## config.mk

```make
export PLATFORM = sky130hd
export DESIGN_NAME = fixed_latency_memory_rate_limiter_top
export DESIGN_NICKNAME = d
export VERILOG_FILES = /design/src/sv/flmrl_pkg.sv /design/src/sv/flmrl_front.sv /design/src/sv/flmrl_back.sv /design/src/sv/flmrl_out.sv /design/src/sv/fixed_latency_memory_rate_limiter_top.sv
export VERILOG_INCLUDE_DIRS = /design/src /design/src/sv
export SDC_FILE = /design/constraint.sdc
export NUM_CORES = 2
export LEC_CHECK = 0
export BUFFER_PORTS_ARGS = -buffer_cell sky130_fd_sc_hd__buf_2
export CAP_MARGIN = 20
export CORE_ASPECT_RATIO = 1.5
export CORE_MARGIN = 2
export CORE_UTILIZATION = 65
export CTS_CLUSTER_SIZE = 25
export DETAILED_ROUTE_END_ITERATION = 12
export PLACE_DENSITY = 0.82
export SLEW_MARGIN = 20
export SYNTH_ARGS = -nofsm -noshare
export SYNTH_HDL_FRONTEND = slang
export SYNTH_MEMORY_MAX_BITS = 65536
export SYNTH_SLANG_ARGS = --single-unit
```

## constraint.sdc

```tcl
create_clock -name clk_i -period 36.4 [get_ports clk_i]
set_clock_uncertainty 0.05 [all_clocks]
set_input_delay 7.28 -clock clk_i [delete_from_list [all_inputs] [get_ports clk_i]]
set_output_delay 7.28 -clock clk_i [all_outputs]
set_load 0.005 [all_outputs]
```

## src/sv/fixed_latency_memory_rate_limiter_top_macros.svh

```systemverilog
// ----------------------------------------------------------------------------
// Assertion macros for the fixed latency memory rate limiter
// Shared property forms, clocked on clk_i and held off during reset.
// ----------------------------------------------------------------------------
`ifndef FIXED_LATENCY_MEMORY_RATE_LIMITER_TOP_MACROS_SVH
`define FIXED_LATENCY_MEMORY_RATE_LIMITER_TOP_MACROS_SVH

// same-cycle implication
`define FLMRL_ASSERT_IMPL(lbl, ante, cons, msg) \
  lbl: assert property (@(posedge clk_i) disable iff (!rst_ni) (ante) |-> (cons)) \
    else $error(msg);

// next-cycle implication
`define FLMRL_ASSERT_NEXT(lbl, ante, cons, msg) \
  lbl: assert property (@(posedge clk_i) disable iff (!rst_ni) (ante) |=> (cons)) \
    else $error(msg);

`endif

```

## src/sv/flmrl_pkg.sv

```systemverilog
// ----------------------------------------------------------------------------
// flmrl_pkg
// Types and constants shared by the rate limiter front, back and result units.
// ----------------------------------------------------------------------------
package flmrl_pkg;

  // default sizes
  localparam int QUEUE_DEPTH_DEF = 16;
  localparam int ADDR_BITS_DEF   = 48;
  localparam int CYCLE_BITS_DEF  = 48;

  // fixed field widths
  localparam int LAT_W      = 10;
  localparam int EPOCH_W    = 16;
  localparam int QUOTA_W    = 16;
  localparam int ID_W       = 32;
  localparam int CFG_DATA_W = 16;
  localparam int CFG_IDX_W  = 2;

  // result buffer: at most this many completions per tick
  localparam int MAX_RESULTS = 16;
  localparam int RES_CNT_W   = $clog2(MAX_RESULTS + 1);
  localparam int RES_IDX_W   = $clog2(MAX_RESULTS);

  // command queue between front and back
  localparam int CMD_DEPTH = 2;
  localparam int CMD_PTR_W = $clog2(CMD_DEPTH);
  localparam int CMD_CNT_W = $clog2(CMD_DEPTH + 1);

  // register reset values
  localparam logic [LAT_W-1:0]   LAT_RST   = LAT_W'(100);
  localparam logic [EPOCH_W-1:0] EPOCH_RST = EPOCH_W'(100);
  localparam logic [QUOTA_W-1:0] QUOTA_RST = QUOTA_W'(1);

  typedef enum logic [CFG_IDX_W-1:0] {
    CFG_LATENCY = 2'd0,
    CFG_EPOCH   = 2'd1,
    CFG_QUOTA   = 2'd2
  } cfg_idx_e;

  typedef enum logic {
    OP_ADD  = 1'b0,
    OP_TICK = 1'b1
  } op_e;

  // end-of-tick handoff from back to result unit
  typedef struct packed {
    logic valid;
    logic still_pending;
    logic overflowed;
  } commit_t;

endpackage

```

## src/sv/flmrl_front.sv

```systemverilog
// ----------------------------------------------------------------------------
// flmrl_front
// Input side: accepts items, decodes the operation and queues the commands.
// ----------------------------------------------------------------------------
module flmrl_front #(
  parameter int ADDR_BITS = flmrl_pkg::ADDR_BITS_DEF
) (
  input  logic                 clk_i,
  input  logic                 rst_ni,
  input  logic                 push_i,
  output logic                 full_o,
  input  logic                 op_i,
  input  logic                 req_write_i,
  input  logic [ADDR_BITS-1:0] req_addr_i,
  output logic                 cmd_valid_o,
  output flmrl_pkg::op_e       cmd_op_o,
  output logic                 cmd_write_o,
  output logic [ADDR_BITS-1:0] cmd_addr_o,
  input  logic                 cmd_pop_i
);
  import flmrl_pkg::*;

  op_e                  op_q   [CMD_DEPTH];
  logic                 wr_q   [CMD_DEPTH];
  logic [ADDR_BITS-1:0] addr_q [CMD_DEPTH];

  logic [CMD_PTR_W-1:0] wp_q, wp_d, rp_q, rp_d;
  logic [CMD_CNT_W-1:0] cnt_q, cnt_d;
  logic                 push_acc, pop_acc;

  assign full_o      = (cnt_q == CMD_CNT_W'(CMD_DEPTH));
  assign cmd_valid_o = (cnt_q != '0);
  assign push_acc    = push_i && !full_o;
  assign pop_acc     = cmd_pop_i && cmd_valid_o;

  assign cmd_op_o    = op_q[rp_q];
  assign cmd_write_o = wr_q[rp_q];
  assign cmd_addr_o  = addr_q[rp_q];

  always_comb begin
    wp_d  = wp_q;
    rp_d  = rp_q;
    cnt_d = cnt_q;
    if (push_acc) begin
      wp_d = (wp_q == CMD_PTR_W'(CMD_DEPTH - 1)) ? '0 : wp_q + 1'b1;
    end
    if (pop_acc) begin
      rp_d = (rp_q == CMD_PTR_W'(CMD_DEPTH - 1)) ? '0 : rp_q + 1'b1;
    end
    case ({push_acc, pop_acc})
      2'b10:   cnt_d = cnt_q + 1'b1;
      2'b01:   cnt_d = cnt_q - 1'b1;
      default: cnt_d = cnt_q;
    endcase
  end

  always_ff @(posedge clk_i or negedge rst_ni) begin
    if (!rst_ni) begin
      wp_q  <= '0;
      rp_q  <= '0;
      cnt_q <= '0;
    end else begin
      wp_q  <= wp_d;
      rp_q  <= rp_d;
      cnt_q <= cnt_d;
    end
  end

  // decode the op bit on the way in
  always_ff @(posedge clk_i) begin
    if (push_acc) begin
      op_q[wp_q]   <= op_i ? OP_TICK : OP_ADD;
      wr_q[wp_q]   <= req_write_i;
      addr_q[wp_q] <= req_addr_i;
    end
  end

endmodule

```

## src/sv/flmrl_back.sv

```systemverilog
// ----------------------------------------------------------------------------
// flmrl_back
// Request FIFO memory, cycle and epoch accounting, and the tick sequencer.
// ----------------------------------------------------------------------------
`include "fixed_latency_memory_rate_limiter_top_macros.svh"

module flmrl_back #(
  parameter int QUEUE_DEPTH = flmrl_pkg::QUEUE_DEPTH_DEF,
  parameter int ADDR_BITS   = flmrl_pkg::ADDR_BITS_DEF,
  parameter int CYCLE_BITS  = flmrl_pkg::CYCLE_BITS_DEF
) (
  input  logic                             clk_i,
  input  logic                             rst_ni,
  input  logic                             cfg_we_i,
  input  logic [flmrl_pkg::CFG_IDX_W-1:0]  cfg_idx_i,
  input  logic [flmrl_pkg::CFG_DATA_W-1:0] cfg_wdata_i,
  input  logic                             cmd_valid_i,
  input  flmrl_pkg::op_e                   cmd_op_i,
  input  logic                             cmd_write_i,
  input  logic [ADDR_BITS-1:0]             cmd_addr_i,
  output logic                             cmd_pop_o,
  input  logic                             res_idle_i,
  output logic                             res_we_o,
  output logic                             res_has_cmp_o,
  output logic [flmrl_pkg::ID_W-1:0]       res_id_o,
  output logic [ADDR_BITS-1:0]             res_addr_o,
  output logic                             res_write_o,
  output logic [CYCLE_BITS-1:0]            res_cycle_o,
  output flmrl_pkg::commit_t               commit_o
);
  import flmrl_pkg::*;

  localparam int PTR_W = $clog2(QUEUE_DEPTH);
  localparam int CNT_W = $clog2(QUEUE_DEPTH + 1);
  localparam int ENT_W = CYCLE_BITS + ADDR_BITS + 1 + ID_W;

  typedef enum logic [1:0] {
    ST_IDLE,
    ST_READ,
    ST_CHECK
  } state_e;

  state_e                state_q;
  logic [LAT_W-1:0]      lat_q;
  logic [EPOCH_W-1:0]    epoch_q;
  logic [QUOTA_W-1:0]    quota_q;
  logic [CYCLE_BITS-1:0] cycle_q;
  logic [EPOCH_W-1:0]    phase_q;
  logic [QUOTA_W-1:0]    served_q;
  logic [ID_W-1:0]       next_id_q;
  logic [PTR_W-1:0]      head_q, tail_q;
  logic [CNT_W-1:0]      fill_q;
  logic                  ovf_q;
  logic [RES_CNT_W-1:0]  n_q;

  logic [ENT_W-1:0]      mem [QUEUE_DEPTH];
  logic [ENT_W-1:0]      rd_q;
  logic [ENT_W-1:0]      wdata;

  logic [CYCLE_BITS-1:0] rd_due;
  logic [ADDR_BITS-1:0]  rd_addr;
  logic                  rd_write;
  logic [ID_W-1:0]       rd_id;

  logic [LAT_W-1:0]      lat_m1;
  logic [CYCLE_BITS-1:0] due_new;
  logic                  q_full, is_add, mem_we, can_serve;
  logic [EPOCH_W-1:0]    phase_inc;
  logic                  epoch_wrap;

  assign {rd_due, rd_addr, rd_write, rd_id} = rd_q;

  // a latency of zero gives the same due cycle as the smallest nonzero latency
  assign lat_m1  = (lat_q == '0) ? '0 : lat_q - 1'b1;
  assign due_new = cycle_q + CYCLE_BITS'(lat_m1);
  assign wdata   = {due_new, cmd_addr_i, cmd_write_i, next_id_q};

  assign q_full    = (fill_q == CNT_W'(QUEUE_DEPTH));
  assign is_add    = (cmd_op_i == OP_ADD);
  assign cmd_pop_o = (state_q == ST_IDLE) && cmd_valid_i && (is_add || res_idle_i);
  assign mem_we    = cmd_pop_o && is_add && !q_full;

  assign can_serve = (state_q == ST_CHECK) && (fill_q != '0) &&
                     (n_q < RES_CNT_W'(MAX_RESULTS)) && (rd_due <= cycle_q) &&
                     (served_q < quota_q);

  assign phase_inc  = phase_q + 1'b1;
  assign epoch_wrap = (phase_inc >= epoch_q) || (phase_inc == '0);

  // one entry per completion, or a single empty entry for an idle tick
  assign res_we_o      = can_serve || ((state_q == ST_CHECK) && (n_q == '0));
  assign res_has_cmp_o = can_serve;
  assign res_id_o      = can_serve ? rd_id : '0;
  assign res_addr_o    = can_serve ? rd_addr : '0;
  assign res_write_o   = can_serve && rd_write;
  assign res_cycle_o   = can_serve ? cycle_q : '0;

  assign commit_o.valid         = (state_q == ST_CHECK) && !can_serve;
  assign commit_o.still_pending = (fill_q != '0);
  assign commit_o.overflowed    = ovf_q;

  always_ff @(posedge clk_i) begin
    if (mem_we) begin
      mem[tail_q] <= wdata;
    end
    rd_q <= mem[head_q];
  end

  always_ff @(posedge clk_i or negedge rst_ni) begin
    if (!rst_ni) begin
      state_q   <= ST_IDLE;
      lat_q     <= LAT_RST;
      epoch_q   <= EPOCH_RST;
      quota_q   <= QUOTA_RST;
      cycle_q   <= '0;
      phase_q   <= '0;
      served_q  <= '0;
      next_id_q <= '0;
      head_q    <= '0;
      tail_q    <= '0;
      fill_q    <= '0;
      ovf_q     <= 1'b0;
      n_q       <= '0;
    end else begin
      if (cfg_we_i) begin
        case (cfg_idx_e'(cfg_idx_i))
          CFG_LATENCY: lat_q   <= cfg_wdata_i[LAT_W-1:0];
          CFG_EPOCH:   epoch_q <= cfg_wdata_i[EPOCH_W-1:0];
          CFG_QUOTA:   quota_q <= cfg_wdata_i[QUOTA_W-1:0];
          default:     ;
        endcase
      end
      case (state_q)
        ST_IDLE: begin
          if (cmd_pop_o) begin
            if (!is_add) begin
              n_q     <= '0;
              state_q <= ST_READ;
            end else if (q_full) begin
              ovf_q <= 1'b1;
            end else begin
              tail_q    <= (tail_q == PTR_W'(QUEUE_DEPTH - 1)) ? '0 : tail_q + 1'b1;
              fill_q    <= fill_q + 1'b1;
              next_id_q <= next_id_q + 1'b1;
            end
          end
        end
        ST_READ: begin
          state_q <= ST_CHECK;
        end
        ST_CHECK: begin
          if (can_serve) begin
            head_q   <= (head_q == PTR_W'(QUEUE_DEPTH - 1)) ? '0 : head_q + 1'b1;
            fill_q   <= fill_q - 1'b1;
            served_q <= served_q + 1'b1;
            n_q      <= n_q + 1'b1;
            state_q  <= ST_READ;
          end else begin
            // close the tick: advance time, roll the epoch
            cycle_q <= cycle_q + 1'b1;
            phase_q <= epoch_wrap ? '0 : phase_inc;
            if (epoch_wrap) begin
              served_q <= '0;
            end
            state_q <= ST_IDLE;
          end
        end
        default: state_q <= ST_IDLE;
      endcase
    end
  end

  `FLMRL_ASSERT_IMPL(a_fill_bound, 1'b1, fill_q <= CNT_W'(QUEUE_DEPTH), "fill count past depth")
  `FLMRL_ASSERT_NEXT(a_ovf_sticky, ovf_q, ovf_q, "overflow flag cleared")
  `FLMRL_ASSERT_IMPL(a_res_cap, res_we_o, n_q < RES_CNT_W'(MAX_RESULTS), "tick result overrun")
  `FLMRL_ASSERT_IMPL(a_tick_start, cmd_pop_o && !is_add, res_idle_i, "tick with busy result")

endmodule

```

## src/sv/flmrl_out.sv

```systemverilog
// ----------------------------------------------------------------------------
// flmrl_out
// Result buffer: gathers one tick's items and releases them once committed.
// ----------------------------------------------------------------------------
`include "fixed_latency_memory_rate_limiter_top_macros.svh"

module flmrl_out #(
  parameter int ADDR_BITS  = flmrl_pkg::ADDR_BITS_DEF,
  parameter int CYCLE_BITS = flmrl_pkg::CYCLE_BITS_DEF
) (
  input  logic                       clk_i,
  input  logic                       rst_ni,
  input  logic                       res_we_i,
  input  logic                       res_has_cmp_i,
  input  logic [flmrl_pkg::ID_W-1:0] res_id_i,
  input  logic [ADDR_BITS-1:0]       res_addr_i,
  input  logic                       res_write_i,
  input  logic [CYCLE_BITS-1:0]      res_cycle_i,
  input  flmrl_pkg::commit_t         commit_i,
  output logic                       idle_o,
  output logic                       empty_o,
  input  logic                       pop_i,
  output logic                       has_completion_o,
  output logic [flmrl_pkg::ID_W-1:0] done_id_o,
  output logic [ADDR_BITS-1:0]       done_addr_o,
  output logic                       done_write_o,
  output logic [CYCLE_BITS-1:0]      done_cycle_o,
  output logic                       still_pending_o,
  output logic                       overflowed_o,
  output logic                       last_o
);
  import flmrl_pkg::*;

  logic                  hc_q   [MAX_RESULTS];
  logic [ID_W-1:0]       id_q   [MAX_RESULTS];
  logic [ADDR_BITS-1:0]  addr_q [MAX_RESULTS];
  logic                  wr_q   [MAX_RESULTS];
  logic [CYCLE_BITS-1:0] cyc_q  [MAX_RESULTS];

  logic [RES_CNT_W-1:0]  wcnt_q;
  logic [RES_IDX_W-1:0]  rd_q;
  logic                  pub_q;
  logic                  sp_q, ovf_q;
  logic                  pop_acc;

  assign empty_o = !pub_q;
  assign idle_o  = (wcnt_q == '0) && !pub_q;
  assign pop_acc = pop_i && pub_q;
  assign last_o  = ({1'b0, rd_q} == (wcnt_q - 1'b1));

  assign has_completion_o = hc_q[rd_q];
  assign done_id_o        = id_q[rd_q];
  assign done_addr_o      = addr_q[rd_q];
  assign done_write_o     = wr_q[rd_q];
  assign done_cycle_o     = cyc_q[rd_q];
  assign still_pending_o  = sp_q;
  assign overflowed_o     = ovf_q;

  always_ff @(posedge clk_i or negedge rst_ni) begin
    if (!rst_ni) begin
      wcnt_q <= '0;
      rd_q   <= '0;
      pub_q  <= 1'b0;
    end else begin
      if (res_we_i) begin
        wcnt_q <= wcnt_q + 1'b1;
      end
      if (commit_i.valid) begin
        pub_q <= 1'b1;
      end
      if (pop_acc) begin
        if (last_o) begin
          // tick fully drained: rewind
          wcnt_q <= '0;
          rd_q   <= '0;
          pub_q  <= 1'b0;
        end else begin
          rd_q <= rd_q + 1'b1;
        end
      end
    end
  end

  always_ff @(posedge clk_i) begin
    if (res_we_i) begin
      hc_q[wcnt_q[RES_IDX_W-1:0]]   <= res_has_cmp_i;
      id_q[wcnt_q[RES_IDX_W-1:0]]   <= res_id_i;
      addr_q[wcnt_q[RES_IDX_W-1:0]] <= res_addr_i;
      wr_q[wcnt_q[RES_IDX_W-1:0]]   <= res_write_i;
      cyc_q[wcnt_q[RES_IDX_W-1:0]]  <= res_cycle_i;
    end
    if (commit_i.valid) begin
      sp_q  <= commit_i.still_pending;
      ovf_q <= commit_i.overflowed;
    end
  end

  `FLMRL_ASSERT_IMPL(a_pub_nonempty, pub_q, wcnt_q != '0, "published tick has no items")
  `FLMRL_ASSERT_IMPL(a_no_late_write, pub_q, !res_we_i, "write into published tick")
  `FLMRL_ASSERT_NEXT(a_last_drains, pop_acc && last_o, empty_o, "items left after last")

endmodule

```

## src/sv/fixed_latency_memory_rate_limiter_top.sv

```systemverilog
// ----------------------------------------------------------------------------
// fixed_latency_memory_rate_limiter_top
// Fixed-latency memory model with a per-epoch completion cap.
// ----------------------------------------------------------------------------
//
//  Channel   Handshake          Payload
//  -------   ---------          -------
//  input     push_i / full_o    op_i, req_write_i, req_addr_i
//  result    pop_i / empty_o    has_completion_o, done_id_o, done_addr_o,
//                               done_write_o, done_cycle_o, still_pending_o,
//                               overflowed_o, last_o
//  config    cfg_we_i           cfg_idx_i, cfg_wdata_i (no wait, no read-back)
//
//  An add is taken straight from the idle state. A tick is taken in the idle
//  state, then runs a registered head read plus a check per completion, and a
//  last read and check that close the tick.
//  A tick starts only after the previous tick's results have all been
//  transferred out; adds ahead of it keep flowing through the command queue.
//  Reset is asynchronous, active low; the request memory needs no clearing.
//
// ----------------------------------------------------------------------------
module fixed_latency_memory_rate_limiter_top #(
  parameter int QUEUE_DEPTH = flmrl_pkg::QUEUE_DEPTH_DEF,
  parameter int ADDR_BITS   = flmrl_pkg::ADDR_BITS_DEF,
  parameter int CYCLE_BITS  = flmrl_pkg::CYCLE_BITS_DEF
) (
  input  logic                             clk_i,
  input  logic                             rst_ni,
  // configuration writes
  input  logic                             cfg_we_i,
  input  logic [flmrl_pkg::CFG_IDX_W-1:0]  cfg_idx_i,
  input  logic [flmrl_pkg::CFG_DATA_W-1:0] cfg_wdata_i,
  // input items
  input  logic                             push_i,
  output logic                             full_o,
  input  logic                             op_i,
  input  logic                             req_write_i,
  input  logic [ADDR_BITS-1:0]             req_addr_i,
  // result items
  output logic                             empty_o,
  input  logic                             pop_i,
  output logic                             has_completion_o,
  output logic [flmrl_pkg::ID_W-1:0]       done_id_o,
  output logic [ADDR_BITS-1:0]             done_addr_o,
  output logic                             done_write_o,
  output logic [CYCLE_BITS-1:0]            done_cycle_o,
  output logic                             still_pending_o,
  output logic                             overflowed_o,
  output logic                             last_o
);
  import flmrl_pkg::*;

  // front to back command
  logic                  cmd_valid, cmd_pop, cmd_write;
  op_e                   cmd_op;
  logic [ADDR_BITS-1:0]  cmd_addr;

  // back to result buffer
  logic                  res_idle, res_we, res_has_cmp, res_write;
  logic [ID_W-1:0]       res_id;
  logic [ADDR_BITS-1:0]  res_addr;
  logic [CYCLE_BITS-1:0] res_cycle;
  commit_t               commit;

  // accept and decode items; hold them until the back end is free
  flmrl_front #(
    .ADDR_BITS (ADDR_BITS)
  ) u_front (
    .clk_i       (clk_i),
    .rst_ni      (rst_ni),
    .push_i      (push_i),
    .full_o      (full_o),
    .op_i        (op_i),
    .req_write_i (req_write_i),
    .req_addr_i  (req_addr_i),
    .cmd_valid_o (cmd_valid),
    .cmd_op_o    (cmd_op),
    .cmd_write_o (cmd_write),
    .cmd_addr_o  (cmd_addr),
    .cmd_pop_i   (cmd_pop)
  );

  // queue requests, advance time, drain due requests under the quota
  flmrl_back #(
    .QUEUE_DEPTH (QUEUE_DEPTH),
    .ADDR_BITS   (ADDR_BITS),
    .CYCLE_BITS  (CYCLE_BITS)
  ) u_back (
    .clk_i         (clk_i),
    .rst_ni        (rst_ni),
    .cfg_we_i      (cfg_we_i),
    .cfg_idx_i     (cfg_idx_i),
    .cfg_wdata_i   (cfg_wdata_i),
    .cmd_valid_i   (cmd_valid),
    .cmd_op_i      (cmd_op),
    .cmd_write_i   (cmd_write),
    .cmd_addr_i    (cmd_addr),
    .cmd_pop_o     (cmd_pop),
    .res_idle_i    (res_idle),
    .res_we_o      (res_we),
    .res_has_cmp_o (res_has_cmp),
    .res_id_o      (res_id),
    .res_addr_o    (res_addr),
    .res_write_o   (res_write),
    .res_cycle_o   (res_cycle),
    .commit_o      (commit)
  );

  // collect one tick's items; release them with the tick's final flags
  flmrl_out #(
    .ADDR_BITS  (ADDR_BITS),
    .CYCLE_BITS (CYCLE_BITS)
  ) u_out (
    .clk_i            (clk_i),
    .rst_ni           (rst_ni),
    .res_we_i         (res_we),
    .res_has_cmp_i    (res_has_cmp),
    .res_id_i         (res_id),
    .res_addr_i       (res_addr),
    .res_write_i      (res_write),
    .res_cycle_i      (res_cycle),
    .commit_i         (commit),
    .idle_o           (res_idle),
    .empty_o          (empty_o),
    .pop_i            (pop_i),
    .has_completion_o (has_completion_o),
    .done_id_o        (done_id_o),
    .done_addr_o      (done_addr_o),
    .done_write_o     (done_write_o),
    .done_cycle_o     (done_cycle_o),
    .still_pending_o  (still_pending_o),
    .overflowed_o     (overflowed_o),
    .last_o           (last_o)
  );

endmodule

```

==> results by stage <==
Outcome:
- The flow ran to the end, and the final reports show no timing, DRC or antenna violations.

Power and ir drop:
- The share of total power consumed by net switching is 0.299.
- The power dissipated by switching net loads is ~4.3 mW.
- The proportion of power drawn by flip-flops and latches is 0.459.
- The total power divided by cell area is ~74 nW/µm².
- The internal power of the cells totals 10.1 mW.
- The static leakage is about 62 nW.
- The fraction of power consumed by combinational cells is 0.247.
- Summing internal, switching and leakage power gives 14.5 mW.
- The share of total power dissipated in the clock network is 0.295.
- The worst voltage drop across the vdd grid is between 0.00006 and 0.00007 V.

Clocking:
- Buffers added to address setup during post-CTS repair amount to 0.
- The clock-pin transition on the worst setup and hold timing paths is about 0.070 ns.
- The longest clock path from root to sink contains 4 buffers.
- For this design, the CTS-stage hold fixing added 0 buffers.
- The tree is rooted in a clkbuf_16.
- The TritonCTS buffer count is around 380.
- The number of gates given a new drive strength after cts is 0.
- CTS built an H-tree with a depth of 5.
- The clock net in this run drives a total of roughly 4600 sinks.
- TritonCTS built the clock tree.
- The clock reaches the later pin of the worst-skew pair after ~0.93 ns.

Run:
- The max-capacitance violation count is 0.

Logic synthesis:
- The largest total area in the synthesized netlist belongs to edfxtp_1.
- The portion of synthesized cell area occupied by the leading cell type is 0.725.
- Synthesis handed over a netlist of about 8500 instances.
- The complex-gate fraction of the synthesized area is 0.0299.
- The multiplexer share of the synthesized area is 0.153.
- The dominant combinational cell family by area after synthesis is multiplexers.
- For this run, the leading register cell type out of synthesis is edfxtp_1.
- The total standard cell area after synthesis is 176000 µm².
- The post-synthesis xor/xnor area fraction is 0.00806.
- The most frequently used cell type in the post-synthesis netlist is edfxtp_1.
- The commonest cells after synthesis are edfxtp_1, mux4_2, mux2i_1.
- The count of distinct cell types in the synthesized netlist is 85.
- The warning count from the yosys run is 0.
- The fraction of registers with async set or reset after synthesis is 0.0414.
- Of the total synthesized cell area, the portion taken by AND, OR, NAND and NOR gates is 0.0229.
- For this run, the register share of the synthesized area comes to 0.766.
- The total nets after synthesis is 8710.
- The arithmetic-cell share of the synthesized area counting full adders, half adders and majority gates is 0.00812.
- By area the synthesized netlist is led by edfxtp_1, mux4_2, dfrtp_1, mux2i_1, dfxtp_1.
- The count of flip-flops with a built-in enable after synthesis is ~4200.
- Dividing the synthesized area by the synthesized cell count gives 20.6 µm².
- The synthesized flop and latch total is 4564.

STA:
- Headroom to the max-slew limit came out at 0.206.
- Subtracting the final worst setup slack from the clock period gives between 10 and 15 ns.
- Summed over all failing endpoints, the final setup total negative slack is 0 ns.
- The count of pins over their slew limit came to 0.
- The count of final hold-check violations is 0.
- Setup repair after global routing left no endpoint under its margin.
- Static timing analysis puts the maximum clock frequency at 69.8 MHz.
- At the pin with the least slew margin, the transition time is approximately 1.2 ns.
- Setup violations remaining at the end of the flow were counted as 0.
- The post-route fraction of the period consumed by the critical path is 0.394.

Floorplan:
- The die outline width is roughly 430 µm.
- The die extent in y is 641 µm.
- The core area is between 200000 and 300000 µm².
- The die covers about 280000 µm².
- The top-level I/O count is ~210.
- The initialized floorplan defines between 200 and 250 standard-cell rows.
- For this configuration, the core starts out at a cell density of 0.652.

Drt:
- The first routing iteration left 14300 violations.
- Once detail routing completed, the nets flagged for antenna violations numbered 0.
- The detailed-route wire length per cell is 35.2 µm.
- The number of vias per cell after detailed routing is around 7.2.
- The first-pass iteration count of the detailed router is 8.
- The routed design has roughly 450000 µm of wire.
- The count of vias placed by the detailed router is slightly above 90000.
- The DRC violation count after routing is 0.

Placement:
- Routability-driven placement finished with a final weighted congestion of ~0.9.
- Detailed placement ended at an HPWL of about 220000 µm.
- The number of input and output port buffers inserted is between 200 and 250.

Layout:
- The share of final-layout standard cells stronger than drive strength 1 is 0.241.
- The area overhead of the layout relative to synthesis is 10.6%.
- At the end of the flow, the number of nets in the layout was roughly 9000.

Hold path:
- The worst hold path stage count is 1.
- The worst hold path begins at u_back.cycle_q[47]$_DFFE_PN0P_.
- The worst hold path terminates at u_back.cycle_q[47]$_DFFE_PN0P_.
- The worst min-delay path category is flip-flop to flip-flop.

Worst setup path:
- The sort of element at the start of the critical path is a flip-flop.
- The reg-to-reg setup timing slack is 29.01 ns.
- The arrival time at the worst endpoint is 7.00 ns.
- The maximum fanout count along the critical path is approximately 110.
- The category of the worst setup path capture point is an output pin.
- The worst setup path category is flip-flop to output pin.
- The required time of the critical path is 29.07 ns.
- Counting cells, the worst reg-to-reg path comes to 14.
- In this run the critical register-to-register path is launched from u_back.cycle_q[22]$_DFFE_PN0P_.
- The endpoint of the worst-slack reg-to-reg timing path is u_out.id_q[11][11]$_DFFE_PP_.

Global routing:
- The leftover overflow at the end of global routing is 0.
- Entering global routing, the biggest net connects roughly 160 pins.
- The via count of the first global-routing pass was about 94000.
- For this run, the total global-route usage over all layers was measured as 0.323.
- The initial antenna violation count came to 56.
- The first global-routing pass estimated 644000 µm of wire.
per-stage QoR:
stage	utilization	setup slack, ns	cells	instance area, µm²	hold WS (ns)
2_1_floorplan	-	19.88	8524	176000	0.369
3_3_place_gp	0.672	23.24	12000	181000	0.410
3_5_place_dp	0.672	23.04	12000	181000	0.412
4_1_cts	0.720	21.82	12700	194000	0.435
5_1_grt	0.721	21.63	12700	195000	0.460
6_report	0.721	22.07	12700	195000	0.443
cell families after synthesis:
family / Yosys count
multiplexers: 1529
XOR/XNOR: 162
buffers and inverters: 551
adder cells (fa/ha/maj): 113
flip-flops: 4564
AO/OA/AOI/OAI: 824
AND/OR/NAND/NOR: 781
flip-flops by register name, indices dropped and copies added, names as in the netlist, 10 cells and up:
signal / cells
u_back.cycle_q: 48
u_out.cyc_q: 768
u_out.hc_q: 16
u_out.addr_q: 768
u_back.phase_q: 16
u_back.quota_q: 16
u_back.epoch_q: 16
u_back.next_id_q: 32
u_out.wr_q: 16
u_front.addr_q: 96
u_back.served_q: 16
u_back.lat_q: 10
u_out.id_q: 512
u_back.mem: 2064
u_back.rd_q: 129
power groups by stage:
stage | Sequential (mW) | Clock [mW] | Combinational (mW)
2_1_floorplan | 6.53 | 0 | 2.41
3_3_place_gp | 6.68 | 0 | 3.33
3_5_place_dp | 6.71 | 0 | 3.45
4_1_cts | 6.61 | 4.27 | 3.54
5_1_grt | 6.65 | 4.45 | 3.75
6_report | 6.63 | 4.26 | 3.56
worst max-delay path, stage by stage, from the launching register on:
cell and delay [ns]:
dfrtp_4 1.11, buf_12 0.66, buf_4 0.79, buf_4 0.89
buf_12 0.47, buf_16 0.53, mux2_2 0.42, o21ai_0 0.26
a21oi_1 0.12, o21ai_0 0.26, nand2_1 0.15, buf_2 0.16
worst max-delay path by stage:
stage | startpoint | end | slack, ns | depth (start not counted)
after floorplan | u_back.served_q[7]$_DFFE_PN0P_ | u_out.addr_q[0][0]$_DFFE_PP_ | 19.88 | 8
after global placement | u_out.rd_q[0]$_DFFE_PN0P_ | done_cycle_o[43] | 23.24 | 10
after detailed placement | u_out.rd_q[0]$_DFFE_PN0P_ | done_cycle_o[43] | 23.04 | 10
after CTS | u_out.rd_q[0]$_DFFE_PN0P_ | done_addr_o[0] | 21.82 | 10
after global routing | u_out.rd_q[0]$_DFFE_PN0P_ | done_addr_o[6] | 21.63 | 11
final | u_out.rd_q[0]$_DFFE_PN0P_ | done_addr_o[6] | 22.07 | 11
routing by layer:
metal  track usage  share of wire  vias up
met5             0        0.00068        -
met4         0.142          0.047       46
met3        0.0655           0.11     1411
met2         0.543           0.51     7225
met1         0.414           0.33    47100
li1              -              -    35600
cells in the final DEF (no fill, tap or decap), types with 50 or more instances in the layout:
cell type  count
nand3_1       69
edfxtp_1    4246
and2_1        87
clkbuf_16    387
clkinv_2      81
clkbuf_1      60
a21oi_1      178
a221oi_1     132
inv_1        106
nand4_1       50
mux2_2       221
mux4_2       905
buf_4        117
nand2_1      240
xnor2_1      100
buf_2        206
ha_1         111
mux2i_1      399
a22oi_1      133
dfxtp_1      129
o21ai_0      289
nor2_1       120
dfrtp_1      173
layout make-up:
type / instances / area (µm²)
Antenna cell: 16 / 40.0
Tap cell: 3540 / 4430
Multi-Input combinational cell: 3409 / 39600
Sequential cell: 4564 / 135000
Clock inverter: 220 / 2480
Clock buffer: 481 / 10400
Timing Repair Buffer: 347 / 2390
Inverter: 117 / 442
Fill cell: 14100 / 75300
No activity file was read; power rests on OpenSTA's default activity.
